[src/dns_pkg.sv]
package dns_pkg;

    localparam int NumWidth   = 46;
    localparam int DenWidth   = 30;
    localparam int CountWidth = 6;
    localparam int MantWidth  = 30;

    localparam int MaxToken    = 10;
    localparam int PointNumber = 256;

    localparam logic [7:0] CharNul   = 8'h00;
    localparam logic [7:0] CharPoint = 8'h2E;
    localparam logic [7:0] CharZero  = 8'h30;
    localparam logic [7:0] CharNine  = 8'h39;

    typedef struct packed {
        logic                start;
        logic [NumWidth-1:0] numerator;
        logic [DenWidth-1:0] denominator;
    } t_div_ctrl;

    typedef struct packed {
        logic busy;
        logic done;
    } t_div_status;

    function automatic logic [DenWidth-1:0] pow10(input logic [3:0] exp_code);
        logic [DenWidth-1:0] result;
        case (exp_code)
            4'd0: result = 30'd1;
            4'd1: result = 30'd10;
            4'd2: result = 30'd100;
            4'd3: result = 30'd1000;
            4'd4: result = 30'd10000;
            4'd5: result = 30'd100000;
            4'd6: result = 30'd1000000;
            4'd7: result = 30'd10000000;
            4'd8: result = 30'd100000000;
            4'd9: result = 30'd1000000000;
            default: result = 30'd1;
        endcase
        return result;
    endfunction

endpackage

[src/dns_divider.sv]
module dns_divider
    import dns_pkg::*;
(
    input  logic                i_clk,
    input  logic                i_rst_n,
    input  t_div_ctrl           i_ctrl,
    output t_div_status         o_status,
    output logic [NumWidth-1:0] o_quotient
);

    localparam logic [CountWidth-1:0] LastStep = CountWidth'(NumWidth - 1);

    logic [NumWidth-1:0]   r_quot, n_quot;
    logic [DenWidth-1:0]   r_rem, n_rem;
    logic [DenWidth-1:0]   r_den, n_den;
    logic [CountWidth-1:0] r_count, n_count;
    logic                  r_busy, n_busy;
    logic                  r_done, n_done;

    logic [DenWidth:0]     trial;
    logic [DenWidth:0]     diff;
    logic                  fits;

    assign trial = {r_rem, r_quot[NumWidth-1]};
    assign diff  = trial - {1'b0, r_den};
    assign fits  = (trial >= {1'b0, r_den});

    always_comb begin
        n_quot  = r_quot;
        n_rem   = r_rem;
        n_den   = r_den;
        n_count = r_count;
        n_busy  = r_busy;
        n_done  = r_done;
        if (i_ctrl.start) begin
            n_quot  = i_ctrl.numerator;
            n_rem   = '0;
            n_den   = i_ctrl.denominator;
            n_count = LastStep;
            n_busy  = 1'b1;
            n_done  = 1'b0;
        end else if (r_busy) begin
            n_quot = {r_quot[NumWidth-2:0], fits};
            n_rem  = fits ? diff[DenWidth-1:0] : trial[DenWidth-1:0];
            if (r_count == '0) begin
                n_busy = 1'b0;
                n_done = 1'b1;
            end else begin
                n_count = r_count - 1'b1;
            end
        end
    end

    always_ff @(posedge i_clk) begin
        if (!i_rst_n) begin
            r_count <= '0;
            r_busy  <= 1'b0;
            r_done  <= 1'b0;
        end else begin
            r_count <= n_count;
            r_busy  <= n_busy;
            r_done  <= n_done;
        end
    end

    always_ff @(posedge i_clk) begin
        r_quot <= n_quot;
        r_rem  <= n_rem;
        r_den  <= n_den;
    end

    assign o_status.busy = r_busy;
    assign o_status.done = r_done;
    assign o_quotient    = r_quot;

`ifndef SYNTHESIS
    a_busy_done_excl: assert property (@(posedge i_clk) disable iff (!i_rst_n)
        !(r_busy && r_done))
        else $error("divider busy and done at once");

    a_no_restart: assert property (@(posedge i_clk) disable iff (!i_rst_n)
        i_ctrl.start |-> !r_busy)
        else $error("divider started while busy");

    a_start_busy: assert property (@(posedge i_clk) disable iff (!i_rst_n)
        i_ctrl.start |=> r_busy && !r_done)
        else $error("divider did not start");

    a_finish: assert property (@(posedge i_clk) disable iff (!i_rst_n)
        (r_busy && !i_ctrl.start && r_count == '0) |=> r_done && !r_busy)
        else $error("divider did not finish after the last step");
`endif

endmodule

[src/decimal_number_scanner_unit.sv]
// Decimal number scanner: takes one text byte per request and emits the value of each
// decimal number with a point in unsigned Q30.16, fraction truncated, with its slot number
// within the string. A byte that does not end a number never raises the stall. A byte that
// ends a number starts a restoring division by a power of ten on the single divider that
// produces one quotient bit per cycle while busy, so such a byte holds the input through
// the 46 division steps and until the quotient is loaded into the output register.
// The output register lets the next byte be taken while a result waits downstream.
module decimal_number_scanner_unit
    import dns_pkg::*;
(
    input  logic        i_clk,
    input  logic        i_rst_n,
    input  logic        i_valid,
    output logic        o_stall,
    input  logic [7:0]  i_character,
    output logic        o_valid,
    input  logic        i_stall,
    output logic [45:0] o_number_value,
    output logic [7:0]  o_slot,
    output logic        o_too_long
);

    localparam logic ST_IDLE = 1'b0;
    localparam logic ST_DIV  = 1'b1;

    localparam logic [3:0] TokenMax = 4'(MaxToken);
    localparam logic [7:0] SlotLast = 8'(PointNumber - 1);

    logic                 r_state, n_state;
    logic                 r_frac, n_frac;
    logic [MantWidth-1:0] r_mant, n_mant;
    logic [3:0]           r_fdig, n_fdig;
    logic [3:0]           r_len, n_len;
    logic [7:0]           r_slot, n_slot;
    logic                 r_ovf, n_ovf;

    logic                 r_emit_too_long, n_emit_too_long;
    logic [7:0]           r_emit_slot, n_emit_slot;

    logic                 r_out_valid, n_out_valid;
    logic [NumWidth-1:0]  r_out_value, n_out_value;
    logic [7:0]           r_out_slot, n_out_slot;
    logic                 r_out_too_long, n_out_too_long;

    logic                 accept;
    logic                 is_digit;
    logic [3:0]           digit;
    logic                 room;
    logic [MantWidth-1:0] mant_next;
    logic [7:0]           slot_next;
    logic                 out_free;

    t_div_ctrl            div_ctrl;
    t_div_status          div_status;
    logic [NumWidth-1:0]  div_quotient;

    assign o_stall   = (r_state != ST_IDLE);
    assign accept    = i_valid && !o_stall;
    assign is_digit  = (i_character >= CharZero) && (i_character <= CharNine);
    assign digit     = 4'(i_character - CharZero);
    assign room      = (r_len < TokenMax);
    assign mant_next = {r_mant[MantWidth-4:0], 3'b000} + {r_mant[MantWidth-2:0], 1'b0}
                     + {{(MantWidth-4){1'b0}}, digit};
    assign slot_next = (r_slot == SlotLast) ? 8'd0 : r_slot + 8'd1;
    assign out_free  = !r_out_valid || !i_stall;

    always_comb begin
        n_state         = r_state;
        n_frac          = r_frac;
        n_mant          = r_mant;
        n_fdig          = r_fdig;
        n_len           = r_len;
        n_slot          = r_slot;
        n_ovf           = r_ovf;
        n_emit_slot     = r_emit_slot;
        n_emit_too_long = r_emit_too_long;
        div_ctrl.start       = 1'b0;
        div_ctrl.numerator   = {r_mant, 16'd0};
        div_ctrl.denominator = pow10(r_fdig);

        if (accept) begin
            if (r_frac) begin
                if (is_digit) begin
                    if (room) begin
                        n_mant = mant_next;
                        n_len  = r_len + 4'd1;
                        n_fdig = r_fdig + 4'd1;
                    end else begin
                        n_ovf = 1'b1;
                    end
                end else begin
                    div_ctrl.start  = 1'b1;
                    n_emit_slot     = r_slot;
                    n_emit_too_long = r_ovf;
                    n_state         = ST_DIV;
                    n_frac          = 1'b0;
                    n_mant          = '0;
                    n_fdig          = '0;
                    n_len           = '0;
                    n_ovf           = 1'b0;
                    n_slot          = (i_character == CharNul) ? 8'd0 : slot_next;
                end
            end else begin
                if (is_digit) begin
                    if (room) begin
                        n_mant = mant_next;
                        n_len  = r_len + 4'd1;
                    end else begin
                        n_ovf = 1'b1;
                    end
                end else if (i_character == CharPoint) begin
                    if (room) begin
                        n_len = r_len + 4'd1;
                    end else begin
                        n_ovf = 1'b1;
                    end
                    n_frac = 1'b1;
                    n_fdig = '0;
                end else begin
                    n_frac = 1'b0;
                    n_mant = '0;
                    n_fdig = '0;
                    n_len  = '0;
                    n_ovf  = 1'b0;
                    if (i_character == CharNul) begin
                        n_slot = 8'd0;
                    end
                end
            end
        end else if (r_state == ST_DIV && div_status.done && out_free) begin
            n_state = ST_IDLE;
        end
    end

    always_comb begin
        n_out_valid    = r_out_valid && i_stall;
        n_out_value    = r_out_value;
        n_out_slot     = r_out_slot;
        n_out_too_long = r_out_too_long;
        if (r_state == ST_DIV && div_status.done && out_free) begin
            n_out_valid    = 1'b1;
            n_out_value    = div_quotient;
            n_out_slot     = r_emit_slot;
            n_out_too_long = r_emit_too_long;
        end
    end

    always_ff @(posedge i_clk) begin
        if (!i_rst_n) begin
            r_state     <= ST_IDLE;
            r_frac      <= 1'b0;
            r_mant      <= '0;
            r_fdig      <= '0;
            r_len       <= '0;
            r_slot      <= '0;
            r_ovf       <= 1'b0;
            r_out_valid <= 1'b0;
        end else begin
            r_state     <= n_state;
            r_frac      <= n_frac;
            r_mant      <= n_mant;
            r_fdig      <= n_fdig;
            r_len       <= n_len;
            r_slot      <= n_slot;
            r_ovf       <= n_ovf;
            r_out_valid <= n_out_valid;
        end
    end

    always_ff @(posedge i_clk) begin
        r_emit_slot     <= n_emit_slot;
        r_emit_too_long <= n_emit_too_long;
        r_out_value     <= n_out_value;
        r_out_slot      <= n_out_slot;
        r_out_too_long  <= n_out_too_long;
    end

    dns_divider u_divider (
        .i_clk      (i_clk),
        .i_rst_n    (i_rst_n),
        .i_ctrl     (div_ctrl),
        .o_status   (div_status),
        .o_quotient (div_quotient)
    );

    assign o_valid        = r_out_valid;
    assign o_number_value = r_out_value;
    assign o_slot         = r_out_slot;
    assign o_too_long     = r_out_too_long;

endmodule

[config.mk]
export PLATFORM = sky130hd
export DESIGN_NAME = decimal_number_scanner_unit
export DESIGN_NICKNAME = d
export VERILOG_FILES = /design/src/dns_pkg.sv /design/src/dns_divider.sv /design/src/decimal_number_scanner_unit.sv
export SDC_FILE = /design/constraint.sdc
export NUM_CORES = 1
export LEC_CHECK = 0
export BUFFER_PORTS_ARGS = -buffer_cell sky130_fd_sc_hd__buf_2
export CAP_MARGIN = 5
export CORE_MARGIN = 4
export CORE_UTILIZATION = 60
export CTS_CLUSTER_SIZE = 24
export DETAILED_ROUTE_END_ITERATION = 8
export PLACE_DENSITY = 0.79
export SKIP_CTS_REPAIR_TIMING = 1
export SYNTH_ARGS = -nofsm -noshare
export SYNTH_HDL_FRONTEND = slang
export SYNTH_SLANG_ARGS = --single-unit
[constraint.sdc]
create_clock -name i_clk -period 6.2 [get_ports i_clk]
set_input_delay 0.93 -clock i_clk [delete_from_list [all_inputs] [get_ports i_clk]]
set_output_delay 0.93 -clock i_clk [all_outputs]
set_load 0.01 [all_outputs]
# --- Yosys cells after proc, flatten, opt, wreduce, memory -nomap -nowiden ---
# Memories as Yosys holds them, arrays and structs flattened. A register that Yosys moved wholly into a read port is not among the register bits.
# Index checks and enable logic that the tools add are counted.
totals:
  mem_bits_ro: 480
  reg_bits: 198
  output_inout_bits: 57
  latch_bits: 0
  mem_count: 1
  mem_bits_rw: 0
  in_bits: 12
  word_cells: 115
op_classes:
  n_bitwise: 3
  addsub: 8
  mul: 0
  n_reduce_logical: 23
  div_mod_pow: 0
  n_mux: 47
  shifts: 0
  n_lt_le_gt_ge: 4
  n_eq_ne: 9
mem_list:
  columns: ["memory", "words", "word_bits", "rd", "rd_ports_with_merged_regs", "write_ports", "line_no", "text"]
  rows:
  - ["(name not given)", 16, 30, 1, 1, 0, "dns_pkg.sv:29", "case (exp_code)"]
op_table:
  columns: ["operator", "count"]
  rows:
  - ["$mux W30", 6]
  - ["$mux W46", 2]
  - ["$mux W8", 7]
  - ["$mux W4", 9]
  - ["$ge A31 B30 Y1", 1]
  - ["$add A30 B30 Y30", 1]
  - ["$add A30 B4 Y30", 1]
  - ["$sub A30 B30 Y30", 1]
  - ["$mux W1", 20]
  - ["$mux W6", 3]
  - ["$ne A2 B2 Y1 const B", 5]
  - ["$reduce_and A3 Y1", 3]
  - ["$add A4 B1 Y4 const B", 2]
  - ["$add A8 B1 Y8 const B", 1]
  - ["$eq A8 B6 Y1 const B", 1]
  - ["$eq A8 B8 Y1 const B", 1]
  - ["$ge A8 B6 Y1 const B", 1]
  - ["$le A8 B6 Y1 const B", 1]
  - ["$logic_not A8 Y1", 1]
  - ["$reduce_and A2 Y1", 4]
  - ["$logic_not A6 Y1", 1]
  - ["$reduce_bool A2 Y1", 3]
  - ["$sub A6 B1 Y6 const B", 1]
  - ["$logic_and A1 B1 Y1", 5]
  - ["9 further kinds", 13]

# --- Depth between registers and ports, before layout ---
logic_depth:
  word_depth: 7
  mapped_depth: 14
  depth_no_buf: 13

# --- Cells and area by module ---
# Synthesis repeated with hierarchy kept, for this count alone.
unflattened:
  hier_cells: 1225
  hier_area_um2: 13088.8
modules_own_cells:
  columns: ["mod", "n_inst", "cells_per_inst", "area_each_um2"]
  rows:
  - ["dns_divider", 1, 631, 6680.2]
  - ["decimal_number_scanner_unit", 1, 594, 6408.6]

# --- Worst setup path before layout ---
# No wires, ideal clock.
synth_path:
  path_kind: "input to register"
  from: "input i_stall"
  to: "register r_out_value[0] (netlist: o_number_value[0]), enable pin"
  arrival_time_ns: 3.591
  cell_stages: 1
  required_ns: 5.712
  slack_ns: 2.121
  cell_sequence: "a21oi_1"
synth_between:
  elab_chain_len: 3
synth_rtl:
  columns: ["element", "line_no", "text"]
  rows:
  - ["start: declaration", "decimal_number_scanner_unit.sv:17", "input logic i_stall,"]
  - ["$logic_not A1 Y1", "decimal_number_scanner_unit.sv:65", "assign out_free = !r_out_valid || !i_stall;"]
  - ["$logic_or A1 B1 Y1", "decimal_number_scanner_unit.sv:65", null]
  - ["$logic_and A1 B1 Y1", "decimal_number_scanner_unit.sv:140", "if (r_state == ST_DIV && div_status.done && out_free) begin"]
  - ["end signal: assignment", "decimal_number_scanner_unit.sv:173", "r_out_value <= n_out_value;"]
  - ["end: declaration", "decimal_number_scanner_unit.sv:41", "logic [NumWidth-1:0] r_out_value, n_out_value;"]
# No other way between the ends.
# A chain may end at the register's enable or synchronous reset.

# --- Worst setup path after layout ---
layout_path:
  from: "input i_character[1]"
  to: "register u_divider.r_quot[21] (netlist: u_divider.o_quotient[21]), data pin"
layout_between:
  elab_chain_len: 6
  word_cells_on_any_way: 7
  classes_between: "order compare: 2; mux: 4; reduce/logical: 1"
layout_rtl:
  columns: ["element", "line_no", "text"]
  rows:
  - ["start: declaration", "decimal_number_scanner_unit.sv:15", "input logic [7:0] i_character,"]
  - ["$ge A8 B6 Y1 or $le A8 B6 Y1 (tied branches)", "decimal_number_scanner_unit.sv:59", "assign is_digit = (i_character >= CharZero) && (i_character <= CharNine);"]
  - ["$logic_and A1 B1 Y1 (*)", "decimal_number_scanner_unit.sv:59", null]
  - ["$mux W1 (*)", "decimal_number_scanner_unit.sv:83", "if (is_digit) begin"]
  - ["$mux W1 (*)", "decimal_number_scanner_unit.sv:82", "if (r_frac) begin"]
  - ["$mux W1 (*)", "decimal_number_scanner_unit.sv:81", "if (accept) begin"]
  - ["$mux W46 (*)", "dns_divider.sv:35", "if (i_ctrl.start) begin"]
  - ["net u_divider.n_quot[21]", "dns_divider.sv:13", "logic [NumWidth-1:0] r_quot, n_quot;"]
  - ["end signal: assignment", "dns_divider.sv:67", "r_quot <= n_quot;"]
  - ["end: declaration", "dns_divider.sv:13", null]
# Mark *: on every way through the listed nets, which the timed path passes. The rest lies on a longest branch.

==> qor.yml <==
htree_levels: 1
cts_root_buf: "clkbuf_16"
core_um2: 19650
regArea_um2: 5599
peakVddDrop_mv: 0.2173
die-area_um2: 22490
worstSetupPathType: "in -> reg"
cts.sinks: 221
endpoint_kind: "flip-flop"
setup_viol: 0
rrSetupSlack_ns: 2.70
layout-drive-gt1-share_pct: 10.19
dieHeight_um: 150.0
r2r_cells: 12
finalSetupTns_ns: 0
clk_latency_ns: 0.51
grtUsageTotal_pct: 23.92
timing.critical_path.to: "u_divider.o_quotient[21]"
cp_num_buf_inv: 4
syn2layout_area_growth_pct: 9.973
initialDrtViolationCount: 735
die_width_um: 150.0
synth_nets: 1351
synthesis.area_um2: 12090
r2r_end: "u_divider.r_rem[28]"
period_needed_ns: 3.619
diodes: 0
fin_cells: 1570
grt_overflow: 0
crit_start: "i_character[1]"
multi_input_area_um2: 5976
critPathLaunchType: "input port"
fillers: 1552
grt_pass1_wl_um: 44440
grt_pass1_vias: 8956
clock_skew_ns: 0.01576
hold_class: "reg -> reg"
clk_path_buf_depth: 3
crit_family: "buffers and inverters"
numCtsBuffers: 23
power_mw: 4.110
async_flop_share_pct: 0
final_cell_mix: "144 x nand2_1, 117 x edfxtp_1, 103 x dfxtp_1"
via_per_inst: 5.880
worstReg2RegStart: "u_divider.o_quotient[45]"
synth_cell_type_count: 73
initial_core_util_pct: 61.54
antenna_found_initial: 0
vias: 9231
io_pins: 69
crit_arrival_ns: 3.86
status: "finished clean"
place_ws_ns: 2.207
placedCellCount: 1528
p_leak_nw: 5.470
gp_congestion: 0.9042
syn_area_per_cell_um2: 9.745
ys_seq_elements: 221
relSlewSlack_pct: 26.97
drv_cap: 0
rsz0062_at_grt: "no"
cpMaxStageDelayCell: "clkinv_2"
layout_commonest_cell: "nand2_1"
fmax_mhz: 276.4
drv_slew: 0
dp_hpwl_um: 18380
ys.flop_type: "edfxtp_1"
p_per_area_nw_per_um2: 309.0
synth_edf_count: 117
rows: 51
tightest_slew_ns: 1.095
yosysSeqAreaShare_pct: 46.27
grt_max_degree: 111
hold_violations: 0
first_pass_iters: 6
critPathMaxStageDelay_ns: 0.59
cts_tree: "done"
path_clk_slew_ns: 0.06
crit_required_ns: 6.44
path_depth: 9
port_buffers: 68
nets: 1398
antenna_left: 0
synth_warnings: 0
setup_ws_ns: 2.581
drt-total-wl_um: 26760
drc_errors: 0
min_period_over_period_pct: 58.36
crit_fanout: 55
netlist_instances: 1241
path_cells: "buf_2, o21ai_0, nand4_1, nand3_2, buf_4, clkinv_2, buf_4, nand2_1, nand2_1"
wire_per_inst_um: 17.04
report_power, final:
| part | internal, mW | switching [mW] |
|---|---|---|
| clock network | 0.805 | 0.560 |
| registers | 1.65 | 0.0838 |
| logic | 0.421 | 0.591 |
state kept, by name, indices dropped and copies added (netlist names):
| name | flops |
|---|---|
| r_len | 4 |
| o_stall | 1 |
| u_divider.r_rem | 30 |
| r_slot | 8 |
| o_valid | 1 |
| u_divider.r_done | 1 |
| r_mant | 30 |
| u_divider.r_busy | 1 |
| r_fdig | 4 |
| u_divider.o_quotient | 46 |
| r_emit_slot | 8 |
| u_divider.r_count | 6 |
| o_slot | 8 |
| r_ovf | 1 |
| u_divider.r_den | 23 |
| o_too_long | 1 |
| r_emit_too_long | 1 |
| o_number_value | 46 |
| r_frac | 1 |
metrics by stage:
step	area [µm²]	utilization, %	hold slack [ns]
after CTS	13300	67.67	0.4196
after global routing	13300	67.67	0.4254
after detailed placement	12550	63.85	0.4045
final	13300	67.67	0.4192
after global placement	12550	63.85	0.4022
after floorplan	12090	-	0.4003
worst register-to-register path, delay by kind of cell (launching register included):
kind / cells / cell delay (ns)
fa+ha+maj: 2 / 0.60
simple gates: 2 / 0.45
buf+inv: 1 / 0.08
flops: 1 / 0.45
compound gates: 7 / 1.80
cell families (layout without fill, tap and decap cells):
kind of cell    after synthesis  count (layout)  synth area share [%]
buf+inv                     118             182                 4.418
compound gates              305             305                 15.73
xor+xnor                     53              53                 3.838
simple gates                407             407                 16.20
mux                          39              39                 3.228
fa+ha+maj                    98              98                 10.32
flops                       221             221                 46.27
synth_stat cells, types with 25 or more instances:
cell type	count	area [µm²]
nand3_1	43	215.2
a21oi_1	82	410.4
o21ai_0	82	410.4
a211oi_1	25	187.7
clkbuf_1	35	131.4
edfxtp_1	117	3513
mux2i_1	39	390.4
xnor2_1	41	359.1
dfxtp_1	104	2082
nand2_1	144	540.5
nor2b_1	29	181.4
nor2_1	85	319.1
inv_1	63	236.5
ha_1	95	1189
worst min path at each step:
stage               cells after the start         end       startpoint
floorplan                               0   o_slot[0]   r_emit_slot[0]
global placement                        0  o_too_long  r_emit_too_long
detailed placement                      0   o_slot[6]   r_emit_slot[6]
CTS                                     0   o_slot[6]   r_emit_slot[6]
global route                            0  o_too_long  r_emit_too_long
finish                                  0   o_slot[6]   r_emit_slot[6]
routing by layer:
layer,up-vias,global-route usage [%],wire length (µm)
li1,4562,-,-
met1,4358,32.81,11690
met2,271,40.80,13120
met3,40,2.483,1395
met4,0,6.176,552
met5,-,0,0
area by class of cell:
cell class	instances	area share [%]
Inverter	64	1.816
Sequential cell	221	42.10
Timing Repair Buffer	76	3.010
Clock buffer	29	4.732
Multi-Input combinational cell	902	44.93
Clock inverter	13	0.9219
Tap cell	265	2.493
(Power assumes the default switching activity.)
